===== config.mk =====
export PLATFORM = sky130hd
export DESIGN_NAME = memory_access_bin_histogram_unit
export DESIGN_NICKNAME = d
export VERILOG_FILES = /design/src/mabh_pkg.sv /design/src/mabh_queue.sv /design/src/mabh_front.sv /design/src/mabh_back.sv /design/src/memory_access_bin_histogram_unit.sv
export VERILOG_INCLUDE_DIRS = /design/src /design/src/src
export SDC_FILE = /design/constraint.sdc
export NUM_CORES = 2
export LEC_CHECK = 0
export BUFFER_PORTS_ARGS = -buffer_cell sky130_fd_sc_hd__buf_2
export CAP_MARGIN = 30
export CORE_MARGIN = 10
export CORE_UTILIZATION = 46
export CTS_CLUSTER_DIAMETER = 150
export DETAILED_ROUTE_END_ITERATION = 10
export RECOVER_POWER = 25
export SYNTH_ARGS = -nofsm -noshare
export SYNTH_HDL_FRONTEND = slang
export SYNTH_SLANG_ARGS = --single-unit
export TNS_END_PERCENT = 50

===== constraint.sdc =====
create_clock -name clk -period 27.1 [get_ports clk]
set_input_delay 5.42 -clock clk [delete_from_list [all_inputs] [get_ports clk]]
set_output_delay 5.42 -clock clk [all_outputs]
set_load 0.05 [all_outputs]

===== src/assert_macros.svh =====
// assertion helpers, clocked on clk and disabled while rst is high
`ifndef ASSERT_MACROS_SVH
`define ASSERT_MACROS_SVH
`ifndef NO_ASSERTIONS
`define CHK_ALWAYS(lbl, expr, msg) \
  lbl: assert property (@(posedge clk) disable iff (rst) (expr)) else $error(msg);
`define CHK_IMPLY(lbl, ante, cons, msg) \
  lbl: assert property (@(posedge clk) disable iff (rst) (ante) |-> (cons)) else $error(msg);
`else
`define CHK_ALWAYS(lbl, expr, msg)
`define CHK_IMPLY(lbl, ante, cons, msg)
`endif
`endif


===== src/mabh_pkg.sv =====
package mabh_pkg;

  localparam int ADDR_W     = 32;
  localparam int MB_SHIFT   = 20;
  localparam int EPOCH_W    = 24;
  localparam int BIN_SZ_W   = 11;
  localparam int CFG_W      = 24;
  localparam int CFG_IDX_W  = 1;
  localparam int OUT_BIN_W  = 6;
  localparam int OUT_CNT_W  = 24;
  localparam int OUT_DATA_W = 56;
  localparam int DIV_STEP   = 4;
  localparam int QUEUE_DEPTH = 4;

  localparam logic [EPOCH_W-1:0]  EPOCH_RESET  = 24'd100;
  localparam logic [BIN_SZ_W-1:0] BIN_SZ_RESET = 11'd16;

  localparam logic [CFG_IDX_W-1:0] CFG_EPOCH_LENGTH = 1'b0;
  localparam logic [CFG_IDX_W-1:0] CFG_BIN_SIZE_MB  = 1'b1;

  // work handed from the front to the back
  typedef struct packed {
    logic report;  // walk and clear the histograms first
    logic count;   // bump one bin afterwards
    logic kernel;  // which histogram gets the bump
  } cmd_t;

  typedef enum logic [1:0] {
    F_IDLE,
    F_DIV,
    F_PUSH
  } front_state_t;

  typedef enum logic [2:0] {
    B_CLEAR,
    B_IDLE,
    B_WALK_RD,
    B_WALK_EV,
    B_WALK_END,
    B_CNT_RD,
    B_CNT_WR
  } back_state_t;

endpackage


===== src/mabh_queue.sv =====
module mabh_queue #(
  parameter int WIDTH = 9,
  parameter int DEPTH = 4
) (
  input  logic                         clk,
  input  logic                         rst,
  input  logic                         push_valid,
  output logic                         push_ready,
  input  logic [WIDTH-1:0]             push_data,
  output logic                         pop_valid,
  input  logic                         pop,
  output logic [WIDTH-1:0]             pop_data,
  output logic [$clog2(DEPTH+1)-1:0]   level
);

  localparam int PTR_W = (DEPTH > 1) ? $clog2(DEPTH) : 1;
  localparam int LVL_W = $clog2(DEPTH + 1);

  logic [WIDTH-1:0] entries [DEPTH];
  logic [PTR_W-1:0] wr_ptr;
  logic [PTR_W-1:0] rd_ptr;
  logic [LVL_W-1:0] count;
  logic             do_push;
  logic             do_pop;

  assign push_ready = (count != LVL_W'(DEPTH));
  assign pop_valid  = (count != '0);
  assign pop_data   = entries[rd_ptr];
  assign level      = count;
  assign do_push    = push_valid && push_ready;
  assign do_pop     = pop && pop_valid;

  always_ff @(posedge clk) begin
    if (rst) begin
      wr_ptr <= '0;
      rd_ptr <= '0;
      count  <= '0;
    end else begin
      if (do_push) begin
        wr_ptr <= (wr_ptr == PTR_W'(DEPTH - 1)) ? '0 : wr_ptr + 1'b1;
      end
      if (do_pop) begin
        rd_ptr <= (rd_ptr == PTR_W'(DEPTH - 1)) ? '0 : rd_ptr + 1'b1;
      end
      if (do_push && !do_pop) begin
        count <= count + 1'b1;
      end else if (do_pop && !do_push) begin
        count <= count - 1'b1;
      end
    end
  end

  always_ff @(posedge clk) begin
    if (do_push) begin
      entries[wr_ptr] <= push_data;
    end
  end

endmodule


===== src/mabh_front.sv =====
module mabh_front #(
  parameter int MAX_BINS   = 64,
  parameter int TRACKED_MB = 1024
) (
  input  logic                                         clk,
  input  logic                                         rst,
  input  logic                                         cfg_we,
  input  logic [mabh_pkg::CFG_IDX_W-1:0]               cfg_index,
  input  logic [mabh_pkg::CFG_W-1:0]                   cfg_data,
  input  logic                                         enable,
  input  logic                                         s_tvalid,
  output logic                                         s_tready,
  input  logic [mabh_pkg::ADDR_W-1:0]                  s_tdata,
  input  logic                                         s_tuser,
  output logic                                         cmd_valid,
  input  logic                                         cmd_ready,
  output mabh_pkg::cmd_t                               cmd,
  output logic [((MAX_BINS > 1) ? $clog2(MAX_BINS) : 1)-1:0] cmd_bin
);

  import mabh_pkg::*;

  localparam int BIN_W  = (MAX_BINS > 1) ? $clog2(MAX_BINS) : 1;
  localparam int MIB_W  = (TRACKED_MB > 1) ? $clog2(TRACKED_MB) : 1;
  localparam int ITERS  = (MIB_W + DIV_STEP - 1) / DIV_STEP;
  localparam int DVD_W  = ITERS * DIV_STEP;
  localparam int ITER_W = (ITERS > 1) ? $clog2(ITERS) : 1;
  localparam int TRK_W  = ADDR_W - MB_SHIFT + 1;

  front_state_t          state;
  front_state_t          state_next;
  logic [EPOCH_W-1:0]    epoch_length;
  logic [BIN_SZ_W-1:0]   bin_size_mb;
  logic [EPOCH_W-1:0]    epoch_pos;
  logic [EPOCH_W-1:0]    epoch_pos_next;
  logic [EPOCH_W-1:0]    len_eff;
  logic [EPOCH_W:0]      pos_inc;
  logic [BIN_SZ_W-1:0]   divisor;
  logic                  report;
  logic                  kernel;
  logic                  tracked;
  logic                  tracked_in;
  logic [DVD_W-1:0]      dvd;
  logic [DVD_W-1:0]      dvd_next;
  logic [DVD_W-1:0]      quo;
  logic [DVD_W-1:0]      quo_next;
  logic [BIN_SZ_W-1:0]   rem;
  logic [BIN_SZ_W-1:0]   rem_next;
  logic [ITER_W-1:0]     iter;
  logic [DVD_W+BIN_W-1:0] quo_ext;
  logic                  accept;

  assign accept = s_tvalid && s_tready;

  // epoch step, zero length behaves as one
  assign len_eff        = (epoch_length == '0) ? EPOCH_W'(1) : epoch_length;
  assign pos_inc        = {1'b0, epoch_pos} + 1'b1;
  assign epoch_pos_next = (pos_inc >= {1'b0, len_eff}) ? '0 : pos_inc[EPOCH_W-1:0];

  assign tracked_in = TRK_W'(s_tdata[ADDR_W-1:MB_SHIFT]) < TRK_W'(TRACKED_MB);
  assign divisor    = (bin_size_mb == '0) ? BIN_SZ_W'(1) : bin_size_mb;

  // restoring divide, DIV_STEP quotient bits a cycle
  always_comb begin
    logic [BIN_SZ_W-1:0] r;
    logic [DVD_W-1:0]    d;
    logic [DVD_W-1:0]    q;
    logic [BIN_SZ_W:0]   t;
    r = rem;
    d = dvd;
    q = quo;
    t = '0;
    for (int i = 0; i < DIV_STEP; i++) begin
      t = {r, d[DVD_W-1]};
      d = d << 1;
      if (t >= {1'b0, divisor}) begin
        t = t - {1'b0, divisor};
        q = {q[DVD_W-2:0], 1'b1};
      end else begin
        q = {q[DVD_W-2:0], 1'b0};
      end
      r = t[BIN_SZ_W-1:0];
    end
    rem_next = r;
    dvd_next = d;
    quo_next = q;
  end

  always_comb begin
    state_next = state;
    unique case (state)
      F_IDLE: begin
        if (accept) state_next = F_DIV;
      end
      F_DIV: begin
        if (iter == ITER_W'(ITERS - 1)) state_next = F_PUSH;
      end
      F_PUSH: begin
        if (cmd_ready) state_next = F_IDLE;
      end
      default: state_next = F_IDLE;
    endcase
  end

  assign quo_ext = {{BIN_W{1'b0}}, quo};

  always_comb begin
    s_tready   = 1'b0;
    cmd_valid  = 1'b0;
    unique case (state)
      F_IDLE:  s_tready  = enable;
      F_DIV:   ;
      F_PUSH:  cmd_valid = 1'b1;
      default: ;
    endcase
    cmd.report = report;
    cmd.kernel = kernel;
    cmd.count  = tracked && (32'(quo) < 32'(MAX_BINS));
    cmd_bin    = quo_ext[BIN_W-1:0];
  end

  always_ff @(posedge clk) begin
    if (rst) begin
      state        <= F_IDLE;
      epoch_length <= EPOCH_RESET;
      bin_size_mb  <= BIN_SZ_RESET;
      epoch_pos    <= '0;
      iter         <= '0;
    end else begin
      state <= state_next;
      if (cfg_we) begin
        unique case (cfg_index)
          CFG_EPOCH_LENGTH: epoch_length <= cfg_data[EPOCH_W-1:0];
          CFG_BIN_SIZE_MB:  bin_size_mb  <= cfg_data[BIN_SZ_W-1:0];
          default: ;
        endcase
      end
      if (accept) begin
        epoch_pos <= epoch_pos_next;
        iter      <= '0;
      end else if (state == F_DIV) begin
        iter <= iter + 1'b1;
      end
    end
  end

  always_ff @(posedge clk) begin
    if (accept) begin
      report  <= (epoch_pos == '0);
      kernel  <= s_tuser;
      tracked <= tracked_in;
      dvd     <= tracked_in ? DVD_W'(s_tdata[MB_SHIFT +: MIB_W]) : '0;
      quo     <= '0;
      rem     <= '0;
    end else if (state == F_DIV) begin
      dvd <= dvd_next;
      quo <= quo_next;
      rem <= rem_next;
    end
  end

endmodule


===== src/mabh_back.sv =====
module mabh_back #(
  parameter int MAX_BINS    = 64,
  parameter int COUNT_WIDTH = 24
) (
  input  logic                                         clk,
  input  logic                                         rst,
  input  logic                                         q_valid,
  output logic                                         q_pop,
  input  mabh_pkg::cmd_t                               q_cmd,
  input  logic [((MAX_BINS > 1) ? $clog2(MAX_BINS) : 1)-1:0] q_bin,
  output logic                                         clearing,
  output logic                                         m_tvalid,
  input  logic                                         m_tready,
  output logic [mabh_pkg::OUT_DATA_W-1:0]              m_tdata,
  output logic                                         m_tlast
);

  import mabh_pkg::*;

  localparam int BIN_W = (MAX_BINS > 1) ? $clog2(MAX_BINS) : 1;
  localparam int ENT_W = 2 * COUNT_WIDTH;
  localparam int PAD_W = OUT_DATA_W - OUT_BIN_W - 2 * OUT_CNT_W;
  localparam logic [BIN_W-1:0] LAST_BIN = BIN_W'(MAX_BINS - 1);

  back_state_t            state;
  back_state_t            state_next;
  logic [ENT_W-1:0]       mem [MAX_BINS];
  logic [ENT_W-1:0]       rd_data;
  logic                   rd_en;
  logic [BIN_W-1:0]       rd_addr;
  logic                   wr_en;
  logic [BIN_W-1:0]       wr_addr;
  logic [ENT_W-1:0]       wr_data;
  logic [BIN_W-1:0]       bin;
  cmd_t                   cmd;
  logic [BIN_W-1:0]       cmd_bin;
  logic [COUNT_WIDTH-1:0] rd_k;
  logic [COUNT_WIDTH-1:0] rd_u;
  logic                   nonzero;
  logic                   stall;
  logic                   out_free;
  logic                   bin_step;
  logic                   pend_load;
  logic                   pend_clear;
  logic                   pend_valid;
  logic [BIN_W-1:0]       pend_bin;
  logic [COUNT_WIDTH-1:0] pend_k;
  logic [COUNT_WIDTH-1:0] pend_u;
  logic                   push;
  logic                   push_last;
  logic [BIN_W-1:0]       push_bin;
  logic [COUNT_WIDTH-1:0] push_k;
  logic [COUNT_WIDTH-1:0] push_u;
  logic [BIN_W+OUT_BIN_W-1:0]       bin_ext;
  logic [COUNT_WIDTH+OUT_CNT_W-1:0] k_ext;
  logic [COUNT_WIDTH+OUT_CNT_W-1:0] u_ext;
  logic                   out_valid;
  logic                   out_last;
  logic [OUT_BIN_W-1:0]   out_bin;
  logic [OUT_CNT_W-1:0]   out_k;
  logic [OUT_CNT_W-1:0]   out_u;

  assign rd_k     = rd_data[ENT_W-1:COUNT_WIDTH];
  assign rd_u     = rd_data[COUNT_WIDTH-1:0];
  assign nonzero  = (rd_data != '0);
  assign out_free = !out_valid || m_tready;
  // a second nonzero bin waits until the held one can move on
  assign stall    = nonzero && pend_valid && !out_free;

  always_comb begin
    state_next = state;
    unique case (state)
      B_CLEAR: begin
        if (bin == LAST_BIN) state_next = B_IDLE;
      end
      B_IDLE: begin
        if (q_valid) begin
          if (q_cmd.report)     state_next = B_WALK_RD;
          else if (q_cmd.count) state_next = B_CNT_RD;
        end
      end
      B_WALK_RD: state_next = B_WALK_EV;
      B_WALK_EV: begin
        if (!stall) state_next = (bin == LAST_BIN) ? B_WALK_END : B_WALK_RD;
      end
      B_WALK_END: begin
        if (out_free) state_next = cmd.count ? B_CNT_RD : B_IDLE;
      end
      B_CNT_RD: state_next = B_CNT_WR;
      B_CNT_WR: state_next = B_IDLE;
      default:  state_next = B_IDLE;
    endcase
  end

  always_comb begin
    q_pop      = 1'b0;
    clearing   = 1'b0;
    rd_en      = 1'b0;
    rd_addr    = bin;
    wr_en      = 1'b0;
    wr_addr    = bin;
    wr_data    = '0;
    bin_step   = 1'b0;
    pend_load  = 1'b0;
    pend_clear = 1'b0;
    push       = 1'b0;
    push_last  = 1'b0;
    push_bin   = pend_bin;
    push_k     = pend_k;
    push_u     = pend_u;
    unique case (state)
      B_CLEAR: begin
        clearing = 1'b1;
        wr_en    = 1'b1;
        bin_step = 1'b1;
      end
      B_IDLE: begin
        q_pop = q_valid;
      end
      B_WALK_RD: begin
        rd_en = 1'b1;
      end
      B_WALK_EV: begin
        if (!stall) begin
          wr_en     = 1'b1;
          bin_step  = 1'b1;
          pend_load = nonzero;
          push      = nonzero && pend_valid;
        end
      end
      B_WALK_END: begin
        if (out_free) begin
          push       = 1'b1;
          push_last  = 1'b1;
          pend_clear = 1'b1;
          if (!pend_valid) begin
            push_bin = '0;
            push_k   = '0;
            push_u   = '0;
          end
        end
      end
      B_CNT_RD: begin
        rd_en   = 1'b1;
        rd_addr = cmd_bin;
      end
      B_CNT_WR: begin
        wr_en   = 1'b1;
        wr_addr = cmd_bin;
        if (cmd.kernel) begin
          wr_data = {(&rd_k) ? rd_k : rd_k + 1'b1, rd_u};
        end else begin
          wr_data = {rd_k, (&rd_u) ? rd_u : rd_u + 1'b1};
        end
      end
      default: ;
    endcase
  end

  assign bin_ext = {{OUT_BIN_W{1'b0}}, push_bin};
  assign k_ext   = {{OUT_CNT_W{1'b0}}, push_k};
  assign u_ext   = {{OUT_CNT_W{1'b0}}, push_u};

  always_ff @(posedge clk) begin
    if (rst) begin
      state      <= B_CLEAR;
      bin        <= '0;
      pend_valid <= 1'b0;
      out_valid  <= 1'b0;
    end else begin
      state <= state_next;
      if (bin_step) begin
        bin <= (bin == LAST_BIN) ? '0 : bin + 1'b1;
      end
      if (pend_load) begin
        pend_valid <= 1'b1;
      end else if (pend_clear) begin
        pend_valid <= 1'b0;
      end
      if (push) begin
        out_valid <= 1'b1;
      end else if (m_tready) begin
        out_valid <= 1'b0;
      end
    end
  end

  always_ff @(posedge clk) begin
    if (wr_en) begin
      mem[wr_addr] <= wr_data;
    end
    if (rd_en) begin
      rd_data <= mem[rd_addr];
    end
  end

  always_ff @(posedge clk) begin
    if (q_pop) begin
      cmd     <= q_cmd;
      cmd_bin <= q_bin;
    end
    if (pend_load) begin
      pend_bin <= bin;
      pend_k   <= rd_k;
      pend_u   <= rd_u;
    end
    if (push) begin
      out_last <= push_last;
      out_bin  <= bin_ext[OUT_BIN_W-1:0];
      out_k    <= k_ext[OUT_CNT_W-1:0];
      out_u    <= u_ext[OUT_CNT_W-1:0];
    end
  end

  assign m_tvalid = out_valid;
  assign m_tlast  = out_last;
  assign m_tdata  = {{PAD_W{1'b0}}, out_u, out_k, out_bin};

endmodule


===== src/memory_access_bin_histogram_unit.sv =====
// at defaults an access reaches the queue once the front divider has formed its bin, 4 bits at a time,
//   and the front has pushed it; a report's last beat, flagged by m_tlast, follows the walk of every bin
// the front takes no new access until it has pushed the last one; a report holds the back while it
//   walks the bins, so once 4 accesses are queued and a fifth waits in the front s_tready stays low until a slot frees
// reset: synchronous rst; the back then zeroes all MAX_BINS bins of the histogram memory
//   (64 at defaults) with s_tready low; configuration returns to its reset values
`include "assert_macros.svh"

module memory_access_bin_histogram_unit #(
  parameter int MAX_BINS    = 64,
  parameter int COUNT_WIDTH = 24,
  parameter int TRACKED_MB  = 1024
) (
  input  logic                               clk,
  input  logic                               rst,
  // configuration writes
  input  logic                               cfg_we,
  input  logic [mabh_pkg::CFG_IDX_W-1:0]     cfg_index,
  input  logic [mabh_pkg::CFG_W-1:0]         cfg_data,
  // access beats
  input  logic                               s_tvalid,
  output logic                               s_tready,
  input  logic [mabh_pkg::ADDR_W-1:0]        s_tdata,   // address[31:0]
  input  logic                               s_tuser,   // kernel_mode
  // report beats
  output logic                               m_tvalid,
  input  logic                               m_tready,
  output logic [mabh_pkg::OUT_DATA_W-1:0]    m_tdata,   // bin_index[5:0], kernel_count[29:6],
                                                        // user_count[53:30], zero pad
  output logic                               m_tlast    // last
);

  import mabh_pkg::*;

  localparam int BIN_W = (MAX_BINS > 1) ? $clog2(MAX_BINS) : 1;
  localparam int CMD_W = $bits(cmd_t);
  localparam int Q_W   = CMD_W + BIN_W;
  localparam int LVL_W = $clog2(QUEUE_DEPTH + 1);

  // front side: epoch tracking and bin computation
  logic              f_valid;
  logic              f_ready;
  cmd_t              f_cmd;
  logic [BIN_W-1:0]  f_bin;
  // queue between the two halves
  logic [Q_W-1:0]    q_in;
  logic [Q_W-1:0]    q_out;
  logic              q_valid;
  logic              q_pop;
  logic [LVL_W-1:0]  q_level;
  // back side status
  logic              clearing;
  // both count fields of the outgoing beat
  logic [2*OUT_CNT_W-1:0] beat_counts;

  mabh_front #(
    .MAX_BINS   (MAX_BINS),
    .TRACKED_MB (TRACKED_MB)
  ) u_front (
    .clk       (clk),
    .rst       (rst),
    .cfg_we    (cfg_we),
    .cfg_index (cfg_index),
    .cfg_data  (cfg_data),
    .enable    (!clearing),
    .s_tvalid  (s_tvalid),
    .s_tready  (s_tready),
    .s_tdata   (s_tdata),
    .s_tuser   (s_tuser),
    .cmd_valid (f_valid),
    .cmd_ready (f_ready),
    .cmd       (f_cmd),
    .cmd_bin   (f_bin)
  );

  assign q_in = {f_cmd, f_bin};

  // a short queue lets the front keep taking accesses during a report walk
  mabh_queue #(
    .WIDTH (Q_W),
    .DEPTH (QUEUE_DEPTH)
  ) u_queue (
    .clk        (clk),
    .rst        (rst),
    .push_valid (f_valid),
    .push_ready (f_ready),
    .push_data  (q_in),
    .pop_valid  (q_valid),
    .pop        (q_pop),
    .pop_data   (q_out),
    .level      (q_level)
  );

  // back side: histogram memory, report walk and output register
  mabh_back #(
    .MAX_BINS    (MAX_BINS),
    .COUNT_WIDTH (COUNT_WIDTH)
  ) u_back (
    .clk      (clk),
    .rst      (rst),
    .q_valid  (q_valid),
    .q_pop    (q_pop),
    .q_cmd    (cmd_t'(q_out[Q_W-1:BIN_W])),
    .q_bin    (q_out[BIN_W-1:0]),
    .clearing (clearing),
    .m_tvalid (m_tvalid),
    .m_tready (m_tready),
    .m_tdata  (m_tdata),
    .m_tlast  (m_tlast)
  );

  assign beat_counts = m_tdata[OUT_BIN_W+2*OUT_CNT_W-1:OUT_BIN_W];

  // no access enters while the memory is still being zeroed
  `CHK_IMPLY(a_no_accept_while_clearing, clearing, !s_tready, "access taken during clear pass")
  // only the closing beat of a report may carry all-zero counts
  `CHK_IMPLY(a_nonlast_nonzero, m_tvalid && !m_tlast, beat_counts != '0, "empty bin mid-report")
  // queue fill never passes its depth
  `CHK_ALWAYS(a_queue_bound, q_level <= LVL_W'(QUEUE_DEPTH), "queue over depth")

endmodule

==> flow_metrics.tcl <==
set metrics [dict create \
    outcome "finished with violations" \
    violations "max-capacitance violations, max-slew violations" \
    ys_types 84 \
    drt_drc_violations_left 0 \
    finish.utilization_pct 52.1 \
    port_buffers 99 \
    required_ns 27.87 \
    path_buf_inv 2 \
    grt-ovfl-total 0 \
    p_leak_nw 47.0 \
    synthDominantCellAreaShare_pct 73.7 \
    postRouteAntennaNets 0 \
    syn_inst 6891 \
    area_growth_pct 13.0 \
    post_cts_buffers 0 \
    worst_slew_pin_slew_ns 4.18 \
    path_delay_family "compound AO/OA/AOI/OAI gates" \
    core_um2 290000 \
    dieArea_um2 313000 \
    path_common_cell "o21ai_0" \
    die_w_um 560 \
    avgSynthCellArea_um2 19.4 \
    netlist_area_um2 134000 \
    hold_path_class "reg2reg" \
    drive_gt1_share_pct 22.8 \
    cts_root_buffer "clkbuf_16" \
    cp_slowest_cell "nor2_2" \
    synthFlopType "edfxtp_1" \
    yosysSeqAreaShare_pct 75.3 \
    routabilityCongestion 0.811 \
    hold_ws_ns 0.459 \
    numCtsBuffers 352 \
    post-route-period-util_pct 38.9 \
    synth_edf_count 3288 \
    dr_total_vias 69300 \
    startpoint_type "register" \
    clock_skew_ns 0.0447 \
    pin_count 122 \
    synth_area_leaders "edfxtp_1 74%, mux4_2 13%, nand2_1 1.6%, dfxtp_1 1.6%, a211oi_1 1.4%" \
    crit_type "reg2reg" \
    drt-total-wl_um 347000 \
    yosys.area.top_type "edfxtp_1" \
    slew_headroom_pct -179 \
    clk_pin_slew_ns 0.06 \
    max_cap_viol_count 27 \
    crit_path_max_fanout 17 \
    hold_buffers 0 \
    worstSkewPairLatency_ns 0.92 \
    fin_crit_ns 10.53 \
    cts_max_level 5 \
    viasPerCell 6.09 \
    die_h_um 560 \
    timing.fmax_mhz 95.0 \
    rsz0062_at_grt "false" \
    first_pass_iters 6 \
    drv_slew 1585 \
    setup_viol 0 \
    final_cell_mix "3288 x edfxtp_1, 777 x mux4_2, 570 x nand2_1" \
    cts.sinks 3394 \
    max_stage_delay_ns 0.57 \
    grt_start_max_net_pins 114 \
    ys_warn_count 0 \
    end_kind "register" \
    mostFrequentLayoutCell "edfxtp_1" \
    grt_first_pass_wirelength_um 500000 \
    nNetsFinal 7357 \
    vdd_ir_drop_max_mv 0.256 \
    hold_violations 0 \
    wl_per_cell_um 30.5 \
    grt_usage_pct 21.6 \
    power_density_nw_per_um2 83.7 \
    tns_ns 0 \
    first_iter_violations 7910 \
    synth-seq-cells 3394 \
    rows 198 \
    grt_pass1_vias 69600 \
    antenna_found_initial 14 \
    start_util_pct 46.1 \
    arrival_ns 11.30 \
    synthArstFlopShare_pct 0 \
    cts_buffer_depth 4 \
    cts_tree "built" \
    dpl.hpwl_um 186000 \
    postCtsResizedCells 0 \
]
metrics by stage:
step	worst slack (ns)	area, µm²	cells	total power, W
after floorplan	17.18	134000	6892	0.00761
after global placement	16.57	141000	10700	0.00816
after detailed placement	16.68	141000	10700	0.00815
after CTS	16.60	152000	11400	0.0127
after global routing	15.79	151000	11400	0.0132
final	16.57	151000	11400	0.0127
synth_stat cells (all sizes together) (6+ instances only):
cell	instances
edfxtp	3288
mux4	777
nand2	570
a211oi	245
clkbuf	235
and2	202
a21oi	185
nor2	181
buf	151
dfxtp	106
a31oi	101
a311oi	98
ha	82
inv	82
nor2b	67
o21ai	55
nand3	54
xor2	50
xnor2	43
nand4	29
nor4	29
a21o	28
nor3	26
mux2i	21
and3	19
or3	17
a22o	16
nand2b	16
mux2	13
o21a	13
nand3b	12
o211ai	6
o221ai	6
o31ai	6
report_power, final:
group,internal (W),total (W),switching (W)
Combinational,0.000956,0.00234,0.00139
Sequential,0.00572,0.00574,0.0000207
Clock,0.00261,0.00460,0.00199
cells by family after synthesis:
| group | synth area share, % |
|---|---|
| and+or+nand+nor | 4.37 |
| other | 0.00280 |
| muxes | 13.3 |
| AOI/OAI and AO/OA | 4.10 |
| xor gates and xnor gates | 0.608 |
| DFF | 75.3 |
| buffers and inverters | 1.44 |
| adders and majority gates | 0.841 |
worst paths after layout:
check,to,depth (start not counted),start,slack (ns)
setup / recovery,u_front.rem[9],37,u_front.bin_size_mb[1],16.57
hold / removal,u_front.quo[9],2,u_front.quo[9],0.46
setup reg to reg,u_front.rem[9],37,u_front.bin_size_mb[1],16.57
hold reg to reg,u_front.quo[9],2,u_front.quo[9],0.46
tightest hold or removal path: cells and delay by family, from the launching register on:
kind            cells  cell delay [ns]
flops               1             0.31
compound gates      1             0.06
simple gates        1             0.05
registers in the layout, summed over array words and instances, names as in the netlist, 3 cells and up, named ones only:
register / count
u_back.mem: 3072
u_back.rd_data: 48
u_queue.entries: 36
u_back.out_k: 24
u_back.out_u: 24
u_back.pend_k: 24
u_back.pend_u: 24
u_front.epoch_length: 24
u_front.epoch_pos: 24
u_front.dvd: 12
u_front.quo: 12
u_front.bin_size_mb: 11
u_front.rem: 11
u_back.bin: 6
u_back.cmd_bin: 6
u_back.out_bin: 6
u_back.pend_bin: 6
u_back.state: 3
u_queue.level: 3
final cells by class:
| cell class | count | area (µm²) |
|---|---|---|
| fill | 23000 | 139000 |
| sequential | 3394 | 101000 |
| multi-input combinational | 3030 | 32100 |
| clock buffer | 430 | 9300 |
| tap | 3900 | 4880 |
| timing repair buffer | 347 | 2360 |
| clock inverter | 193 | 1550 |
| inverter | 82 | 308 |
| antenna | 5 | 12.5 |
routing by layer:
metal,track usage [%],part of all wire (%)
met2,34.5,48
met4,5.23,2.4
met1,31.3,42
met3,3.64,7.7
met5,0,0.0089
Note: power is estimated with default switching activity, not from simulation.
